## src/sv/oaht_pkg.sv

```systemverilog
// Shared types, codes and constants of the open-addressing hash table unit.
`default_nettype none
package oaht_pkg;

	// default slot count
	localparam int SLOTS_DEF = 16;

	// fractional part of the golden ratio in unsigned 0.32 fixed point
	localparam logic [31:0] GOLDEN_Q32 = 32'h9E37_79B9;

	// command codes
	localparam logic [1:0] CMD_INSERT = 2'd0;
	localparam logic [1:0] CMD_SEARCH = 2'd1;
	localparam logic [1:0] CMD_DELETE = 2'd2;

	// status codes
	localparam logic [1:0] ST_OK   = 2'd0;
	localparam logic [1:0] ST_MISS = 2'd1;
	localparam logic [1:0] ST_FULL = 2'd2;

	// slot marks
	localparam logic [1:0] MARK_EMPTY   = 2'd0;
	localparam logic [1:0] MARK_USED    = 2'd1;
	localparam logic [1:0] MARK_DELETED = 2'd2;

	typedef struct packed {
		logic [1:0]  command;
		logic [30:0] key;
		logic [31:0] value;
	} request_t;

	typedef struct packed {
		logic [1:0]  status;
		logic [31:0] found_value;
		logic [3:0]  slot_index;
	} response_t;

	typedef struct packed {
		logic [1:0]  mark;
		logic [30:0] key;
		logic [31:0] payload;
	} entry_t;

	// controller to datapath
	typedef struct packed {
		logic clr;   // clearing pass, one slot per cycle
		logic load;  // capture the request word
		logic hash;  // golden-ratio product
		logic home;  // scale to home slot, early outcomes
		logic probe; // linear probe step
	} ctl_cmd_t;

	// datapath to controller
	typedef struct packed {
		logic clr_last; // last slot being cleared
		logic early;    // command resolved without probing
		logic finish;   // probe sequence resolved
	} dp_stat_t;

endpackage
`default_nettype wire

```

## src/sv/oaht_ctrl.sv

```systemverilog
// Sequencing state machine of the hash table unit.
`default_nettype none
module oaht_ctrl
	import oaht_pkg::*;
(
	input  wire logic     clk,
	input  wire logic     arst_n,
	input  wire logic     start,
	output logic          busy,
	output ctl_cmd_t      ctl,
	input  wire dp_stat_t stat
);

	typedef enum logic [4:0] {
		S_CLEAR = 5'b00001,
		S_IDLE  = 5'b00010,
		S_HASH  = 5'b00100,
		S_HOME  = 5'b01000,
		S_PROBE = 5'b10000
	} state_t;

	state_t state_q, state_d;

	always_ff @(posedge clk or negedge arst_n) begin
		if (!arst_n) begin
			state_q <= S_CLEAR;
		end else begin
			state_q <= state_d;
		end
	end

	always_comb begin
		state_d = state_q;
		ctl     = '0;
		busy    = 1'b1;
		case (state_q)
			S_CLEAR: begin
				ctl.clr = 1'b1;
				if (stat.clr_last) begin
					state_d = S_IDLE;
				end
			end
			S_IDLE: begin
				busy = 1'b0;
				if (start) begin
					ctl.load = 1'b1;
					state_d  = S_HASH;
				end
			end
			S_HASH: begin
				ctl.hash = 1'b1;
				state_d  = S_HOME;
			end
			S_HOME: begin
				ctl.home = 1'b1;
				state_d  = stat.early ? S_IDLE : S_PROBE;
			end
			S_PROBE: begin
				ctl.probe = 1'b1;
				if (stat.finish) begin
					state_d = S_IDLE;
				end
			end
			default: begin
				state_d = S_CLEAR;
			end
		endcase
	end

endmodule
`default_nettype wire

```

## src/sv/oaht_dp.sv

```systemverilog
// Datapath of the hash table unit: hashing, slot memory, probe evaluation, result.
`default_nettype none
module oaht_dp
	import oaht_pkg::*;
#(
	parameter int SLOTS = SLOTS_DEF
) (
	input  wire logic     clk,
	input  wire logic     arst_n,
	input  wire ctl_cmd_t ctl,
	input  wire request_t req,
	output dp_stat_t      stat,
	output logic          done,
	output response_t     resp
);

	localparam int IDX_W = $clog2(SLOTS);
	localparam int CNT_W = $clog2(SLOTS + 1);
	localparam int PRD_W = 32 + CNT_W;
	localparam logic [IDX_W-1:0] LAST_IDX = IDX_W'(SLOTS - 1);
	localparam logic [CNT_W-1:0] CNT_FULL = CNT_W'(SLOTS);
	localparam logic [CNT_W-1:0] CNT_LAST = CNT_W'(SLOTS - 1);

	// captured request
	logic [1:0]       cmd_q;
	logic [30:0]      key_q;
	logic [31:0]      value_q;
	// hashing
	logic [31:0]      frac_s1;
	logic [PRD_W-1:0] scaled;
	// probing
	logic [IDX_W-1:0] ptr_q;
	logic [IDX_W-1:0] clr_ptr_q;
	logic [IDX_W-1:0] eval_addr_s1;
	logic             rd_vld_s1;
	entry_t           rd_s1;
	logic [CNT_W-1:0] probes_q;
	logic [CNT_W-1:0] count_q;
	// slot memory
	entry_t           mem [SLOTS];
	logic             we;
	logic [IDX_W-1:0] wa;
	entry_t           wd;
	// result
	logic             done_q;
	response_t        resp_q;
	logic             eval;
	logic             hit;
	logic             miss;
	logic             early;
	logic             last;
	logic             is_ins;

	assign is_ins = (cmd_q == CMD_INSERT);
	assign scaled = PRD_W'(frac_s1) * PRD_W'(SLOTS);
	assign eval   = ctl.probe && rd_vld_s1;
	assign last   = (probes_q == CNT_LAST);
	assign early  = ctl.home &&
		((cmd_q != CMD_INSERT && cmd_q != CMD_SEARCH && cmd_q != CMD_DELETE) ||
		 (is_ins && count_q == CNT_FULL));

	always_comb begin
		hit  = 1'b0;
		miss = 1'b0;
		if (eval) begin
			if (is_ins) begin
				hit = (rd_s1.mark != MARK_USED);
			end else if (rd_s1.mark == MARK_EMPTY) begin
				miss = 1'b1;
			end else if (rd_s1.mark == MARK_USED && rd_s1.key == key_q) begin
				hit = 1'b1;
			end
		end
	end

	assign stat.clr_last = ctl.clr && (clr_ptr_q == LAST_IDX);
	assign stat.early    = early;
	assign stat.finish   = eval && (hit || miss || last);

	// memory write port: clearing pass or a probe hit that inserts or deletes
	always_comb begin
		we = 1'b0;
		wa = clr_ptr_q;
		wd = '{mark: MARK_EMPTY, key: key_q, payload: value_q};
		if (ctl.clr) begin
			we = 1'b1;
		end else if (hit) begin
			we = 1'b1;
			wa = eval_addr_s1;
			if (is_ins) begin
				wd = '{mark: MARK_USED, key: key_q, payload: value_q};
			end else if (cmd_q == CMD_DELETE) begin
				wd = '{mark: MARK_DELETED, key: rd_s1.key, payload: rd_s1.payload};
			end else begin
				we = 1'b0;
			end
		end
	end

	always_ff @(posedge clk) begin
		if (we) begin
			mem[wa] <= wd;
		end
		rd_s1 <= mem[ptr_q];
	end

	// payload registers
	always_ff @(posedge clk) begin
		if (ctl.load) begin
			cmd_q   <= req.command;
			key_q   <= req.key;
			value_q <= req.value;
		end
		if (ctl.hash) begin
			frac_s1 <= 32'({1'b0, key_q} * GOLDEN_Q32);
		end
		if (ctl.home) begin
			ptr_q <= scaled[32 +: IDX_W];
		end else if (ctl.probe) begin
			ptr_q <= (ptr_q == LAST_IDX) ? '0 : ptr_q + 1'b1;
		end
		eval_addr_s1 <= ptr_q;
		if (ctl.home) begin
			probes_q <= '0;
		end else if (eval) begin
			probes_q <= probes_q + 1'b1;
		end
		if (early) begin
			resp_q <= '{status: is_ins ? ST_FULL : ST_MISS, found_value: '0, slot_index: '0};
		end else if (hit) begin
			resp_q.status      <= ST_OK;
			resp_q.found_value <= is_ins ? 32'd0 : rd_s1.payload;
			resp_q.slot_index  <= 4'(eval_addr_s1);
		end else if (stat.finish) begin
			resp_q <= '{status: is_ins ? ST_FULL : ST_MISS, found_value: '0, slot_index: '0};
		end
	end

	// control registers
	always_ff @(posedge clk or negedge arst_n) begin
		if (!arst_n) begin
			clr_ptr_q <= '0;
			rd_vld_s1 <= 1'b0;
			count_q   <= '0;
			done_q    <= 1'b0;
		end else begin
			if (ctl.clr) begin
				clr_ptr_q <= clr_ptr_q + 1'b1;
			end
			rd_vld_s1 <= ctl.probe;
			if (hit && is_ins) begin
				count_q <= count_q + 1'b1;
			end else if (hit && cmd_q == CMD_DELETE && count_q != '0) begin
				count_q <= count_q - 1'b1;
			end
			done_q <= early || stat.finish;
		end
	end

	assign done = done_q;
	assign resp = resp_q;

endmodule
`default_nettype wire

```

## src/sv/open_addressing_hash_table_unit.sv

```systemverilog
// Top level of the open-addressing hash table unit (linear probing).
// Sequence: start accepted, a hash step, a home-slot step, then probes at one slot
// per cycle after a registered memory read, at most SLOTS slots; done is registered
// from the deciding probe. Unused commands and a full-table insert finish without
// probing. One word in flight; busy stays high until done.
// Reset: asynchronous; then a clearing pass marks every slot empty with busy high.
// The receiver cannot stall: done strobes for one cycle.
`default_nettype none
module open_addressing_hash_table_unit
	import oaht_pkg::*;
#(
	parameter int SLOTS = SLOTS_DEF
) (
	input  wire logic     clk,
	input  wire logic     arst_n,
	input  wire logic     start,
	output logic          busy,
	input  wire request_t request,
	output logic          done,
	output response_t     response
);

	ctl_cmd_t ctl;  // sequencing commands
	dp_stat_t stat; // outcome flags from the probe logic

	// state machine: clear pass, accept, hash, home, probe
	oaht_ctrl u_ctrl (
		.clk    (clk),
		.arst_n (arst_n),
		.start  (start),
		.busy   (busy),
		.ctl    (ctl),
		.stat   (stat)
	);

	// slot memory, hash arithmetic and the registered result word
	oaht_dp #(
		.SLOTS (SLOTS)
	) u_dp (
		.clk    (clk),
		.arst_n (arst_n),
		.ctl    (ctl),
		.req    (request),
		.stat   (stat),
		.done   (done),
		.resp   (response)
	);

endmodule
`default_nettype wire
```

## config.mk

```make
export PLATFORM = sky130hd
export DESIGN_NAME = open_addressing_hash_table_unit
export DESIGN_NICKNAME = d
export VERILOG_FILES = /design/src/sv/oaht_pkg.sv /design/src/sv/oaht_ctrl.sv /design/src/sv/oaht_dp.sv /design/src/sv/open_addressing_hash_table_unit.sv
export SDC_FILE = /design/constraint.sdc
export NUM_CORES = 2
export LEC_CHECK = 0
export ABC_AREA = 1
export BUFFER_PORTS_ARGS = -buffer_cell sky130_fd_sc_hd__buf_2
export CORE_MARGIN = 4
export CORE_UTILIZATION = 43
export CTS_BUF_LIST = sky130_fd_sc_hd__clkbuf_4
export CTS_CLUSTER_DIAMETER = 120
export DETAILED_ROUTE_END_ITERATION = 16
export PLACE_DENSITY = 0.69
export SYNTH_ARGS = -nofsm -noshare
export SYNTH_HDL_FRONTEND = slang
export SYNTH_SLANG_ARGS = --single-unit
```

## constraint.sdc

```tcl
create_clock -name clk -period 5.9 [get_ports clk]
set_input_delay 0.295 -clock clk [delete_from_list [all_inputs] [get_ports clk]]
set_output_delay 0.295 -clock clk [all_outputs]
set_load 0.02 [all_outputs]
```

* Word-level counts from Yosys, hierarchy flattened
Memories as Yosys holds them, arrays and structs flattened. A register that Yosys moved wholly into a read port is not among the register bits. Cells that the tools add are included.
Storage, ports and cells: register bits after elaboration 164, RAM bits 1040, input bits 68, output and inout port bits 40, memories kept 1
Memories:
- u_dp.mem | words 16, bits a word 65, rd ports 1, clocked after Yosys merged registers in 1, write ports 1, RTL line oaht_dp.sv:40 | entry_t mem [SLOTS];
Operators by class: add/subtract/negate cells 5, $mul 1, equality and inequality tests 18, multiplexer cells 41, reduce and logical (&&, ||, !) cells 24
Operators by type and width (number):
- $mux 65 | 4
- $mux 38 | 3
- $mul 31x32->32 const B | 1
- $mux 32 | 1
- $eq 31x31->1 | 1
- $mux 5 | 6
- $pmux 5 s5 | 1
- $mux 1 | 20
- $mux 4 | 5
- $logic_and 1x1->1 | 11
- $add 5x1->5 const B | 2
- $eq 5x4->1 const B | 2
- $eq 5x5->1 const B | 2
- $add 4x1->4 const B | 2
- $eq 4x4->1 const B | 2
- $reduce_bool 2->1 | 4
- $ne 2x1->1 const B | 3
- $ne 2x2->1 const B | 3
- $eq 5x1->1 const B | 1
- $eq 5x2->1 const B | 1
- $eq 5x3->1 const B | 1
- $reduce_bool 5->1 | 1
- $sub 5x1->5 const B | 1
- $logic_not 2->1 | 2
- 6 further kinds | 9

* Longest topological paths before layout
depth in word-level cells 12, gate-level depth with buffers 26, mapped depth without buffers 26

* Cells and area by module
A second synthesis with hierarchy kept.
Second synthesis, totals: cells, all modules 4422, area, all modules 57056.0 um^2
Modules (own cells, without submodules):
- oaht_dp | instances 1, cells an instance 4379, area each 56770.7 um^2
- oaht_ctrl | instances 1, cells an instance 43, area each 285.3 um^2

* Worst setup path after synthesis
No wires, ideal clock.
path type register -> register, start register u_dp.key_q[7], end register u_dp.frac_s1[28] (data pin), setup time 260 ps, data arrival time 5797 ps, required time 5640 ps, path slack -157 ps, stages on the path, launching flop included 22, buffers on the path 0, period minus slack after synthesis 6057 ps, cells stage by stage edfxtp_1 inv_2 fa_1 fa_1 fa_1 inv_1 fa_1 fa_1 fa_1 fa_1 inv_1 fa_1 inv_1 ha_1 nand2_1 inv_1 o21ai_0 nand2_1 a21oi_1 a21boi_0 nand3_1 xor2_1
Between the ends: cells in the longest elaborated chain, start to end 1
RTL lines:
- start, declared | RTL line oaht_dp.sv:26 | logic [30:0] key_q;
- start signal, assigned | RTL line oaht_dp.sv:111 | key_q <= req.key;
- $mul 31x32->32 | RTL line oaht_dp.sv:115 | frac_s1 <= 32'({1'b0, key_q} * GOLDEN_Q32);
- end signal, assigned | RTL line oaht_dp.sv:115
- end, declared | RTL line oaht_dp.sv:29 | logic [31:0] frac_s1;
No other way between the ends. A chain may end at the register's enable or synchronous reset.

* Final worst setup path
start register u_dp.key_q[9], end register u_dp.frac_s1[29] (data pin)
Same word-level chain as after synthesis.

==> flow_metrics.tcl <==
set metrics [dict create \
    setup_tns_ns -0.519 \
    area_growth_pct 16.6 \
    synth.cell_area_sq_um 57100 \
    peakVddDrop_mv 1.43 \
    die_area_sq_um 139000 \
    drv_cap 0 \
    cp_data_arrival_time_ns 6.94 \
    cts.sinks 1241 \
    port_buffers 107 \
    crit_chain "buf_6, inv_4, fa_2, fa_1, fa_1, inv_1, fa_1, fa_1, fa_1, fa_1, inv_1, fa_1, inv_2, ha_4, nand2_2, inv_2, o21ai_2, buf_4, nand3_4, a21oi_2, o21ai_1, a21oi_1, nand2_1, xor2_1" \
    initial_core_util_pct 43.4 \
    synth_warnings 0 \
    routed_wl_um 143000 \
    placementRows 133 \
    hold_violations 0 \
    yosysTopAreaCell "edfxtp_1" \
    period_minus_slack_ns 6.06 \
    drc_errors 0 \
    ys.flop_type "edfxtp_1" \
    ys_seq_elements 1241 \
    ant_nets 0 \
    avgRoutedWirePerCell_um 20.7 \
    relSlewSlack_pct 15.4 \
    synthTopCellsByArea "edfxtp_1 59%, fa_1 7.0%, mux2i_1 4.6%, inv_1 4.2%, ha_1 3.9%" \
    vias_per_cell 5.20 \
    cts_root_buf "clkbuf_4" \
    fin_worst_skew_ns 0.207 \
    fin_ws_ns -0.163 \
    hold_path_class "in2reg" \
    power_density_nw_per_um2 574 \
    end_kind "flip-flop" \
    vias 36000 \
    slew_viol_final 0 \
    cp_common_cell "fa_1" \
    max_freq_mhz 165 \
    p_leak_nw 26.4 \
    cp-start-kind "flip-flop" \
    ioPinCount 108 \
    drt_iter0_markers 3040 \
    die-width_um 372 \
    yosysMostFrequentCell "edfxtp_1" \
    dp_hpwl_um 84700 \
    avgSynthCellArea_sq_um 13.0 \
    grt_max_degree 170 \
    syn_nets 4834 \
    placed_cells 6217 \
    insertion_delay_ns 1.22 \
    grt_pass1_vias 36400 \
    synthCells 4386 \
    die_h_um 372 \
    total_power_mw 38.2 \
    final_cells 6934 \
    critical_path_required_ns 6.77 \
    ys_seq_area_share_pct 63.2 \
    slowest_stage "fa_1" \
    grt_setup_unrepaired "yes" \
    drtPass1Iterations 7 \
    min_period_over_period_pct 103 \
    synth-edff-count 1115 \
    place_congestion 0.939 \
    synthArstFlopShare_pct 1.29 \
    clock_path_buffers 4 \
    antenna_found_initial 6 \
    numCtsBuffers 331 \
    core_area_sq_um 132000 \
    max_stage_delay_ns 0.53 \
    cp_max_fo 2 \
    setup_viol 4 \
    synth.distinct_cells 48 \
    drive_gt1_share_pct 18.7 \
    fin_nets 5385 \
    tritoncts "done" \
    violations "negative setup slack" \
    h-tree-depth 5 \
    netlist_top_cells_count "1115 x edfxtp_1, 643 x inv_1, 358 x o21ai_0" \
    track_usage_pct 20.7 \
    fillCellCount 11100 \
    outcome "finished with violations" \
    tightest_slew_ns 1.27 \
    grt_pass1_wl_um 217000 \
    clkTransAtPathRegs_ns 0.06 \
    netlist.area_leader.share_pct 58.6 \
    worstSetupPathType "reg2reg" \
    grt_overflow 0 \
]
## logic make-up (layout without fill, tap and decap cells)
group	after synthesis	count (layout)	share of synthesized area, %
DFF	1241	1241	63.2
AOI/OAI and AO/OA	969	969	9.85
buffers and inverters	898	1685	6.26
and+or+nand+nor	606	606	4.68
adders and majority gates	380	380	11.0
muxes	260	260	4.56
xor gates and xnor gates	32	32	0.491
other	0	6	0
## metrics by stage
step           hold WS [ns]  instance area (sq um)  setup WS [ns]  utilization [%]
4_1_cts              0.0140                  66400         -0.175             50.5
2_1_floorplan     -0.000591                  57100        -0.0128                -
5_1_grt              0.0302                  66600         -0.335             50.6
3_3_place_gp          0.231                  60800         -0.275             46.2
3_5_place_dp          0.228                  60800         -0.424             46.2
6_report              0.152                  66600         -0.163             50.6
## timing repair
item	CTS	global route
endpoints found under the hold margin	83	0
hold buffers	132	0
gates resized for setup	33	32
setup endpoints to repair	4	4
pin swaps	22	17
buffers inserted	6	5
gates cloned	0	0
## cells in the final DEF, fill, tap and decap left out, types with 34 or more instances in the layout
cell and n:
dfxtp_1 110, mux2i_1 260, buf_4 181, nor2_1 55
clkinv_1 52, nand3_1 139, clkbuf_4 502, inv_1 626
o211ai_1 262, nand2_1 332, inv_2 34, ha_1 166
fa_1 187, a21oi_1 285, dlygate4sd3_1 132, buf_2 107
o21ai_0 353, edfxtp_1 1115
## state kept, by name, indices dropped and copies added, names as in the netlist, 2 cells and up
| register | count |
|---|---|
| u_dp.probes_q | 5 |
| u_dp.value_q | 32 |
| u_dp.frac_s1 | 4 |
| u_dp.clr_ptr_q | 4 |
| u_dp.ptr_q | 4 |
| u_dp.resp | 38 |
| u_dp.rd_s1 | 65 |
| u_dp.eval_addr_s1 | 4 |
| u_dp.cmd_q | 2 |
| u_ctrl.state_q | 5 |
| u_dp.key_q | 31 |
| u_dp.count_q | 5 |
| u_dp.mem | 1040 |
## worst paths after layout
kind / from / end / slack [ns] / cells after the start
worst min register to register: u_dp.resp[0] / u_dp.resp[0] / 0.47 / 2
worst max register to register: u_dp.key_q[9] / u_dp.frac_s1[29] / -0.16 / 24
max in group asynchronous: arst_n / u_dp.count_q[3] / 5.10 / 3
worst min-delay path: request[39] / u_dp.key_q[7] / 0.15 / 2
worst max-delay path: u_dp.key_q[9] / u_dp.frac_s1[29] / -0.16 / 24
min in group asynchronous: arst_n / u_dp.clr_ptr_q[0] / 0.30 / 3
## layout make-up
cell class              count  area (sq um)  share of cell area [%]
diodes                      6          15.0                  0.0225
well taps                1755          2200                    3.30
flip-flops and latches   1241         36100                    54.2
repair buffers            455          3890                    5.84
inverters                 661          2500                    3.75
multi-input cells        2247         17900                    26.8
clock buffers             502          3770                    5.66
clock inverters            67           294                   0.441
## where the power goes
group	internal, mW	switching [mW]	total (mW)	leakage, nW
combinational	8.82	11.0	19.8	12.8
sequential	10.9	0.229	11.2	11.2
clock	3.90	3.38	7.28	2.46
total	23.7	14.6	38.2	26.4
## worst max-delay path, delay by kind of cell, from the launching register on
| family | cells | cell delay (ns) |
|---|---|---|
| fa+ha+maj | 9 | 4.18 |
| flops | 1 | 0.40 |
| compound gates | 4 | 0.47 |
| buf+inv | 7 | 0.52 |
| xor+xnor | 1 | 0.14 |
| simple gates | 3 | 0.21 |
## layer usage
| metal | up-vias | part of all wire [%] | global-route usage [%] |
|---|---|---|---|
| met3 | 273 | 6.0 | 3.57 |
| met1 | 17800 | 42 | 27.1 |
| met5 | - | 0 | 0 |
| li1 | 16800 | - | - |
| met4 | 0 | 3.1 | 8.20 |
| met2 | 1221 | 49 | 34.3 |
Power figures use the tool's default switching activity.
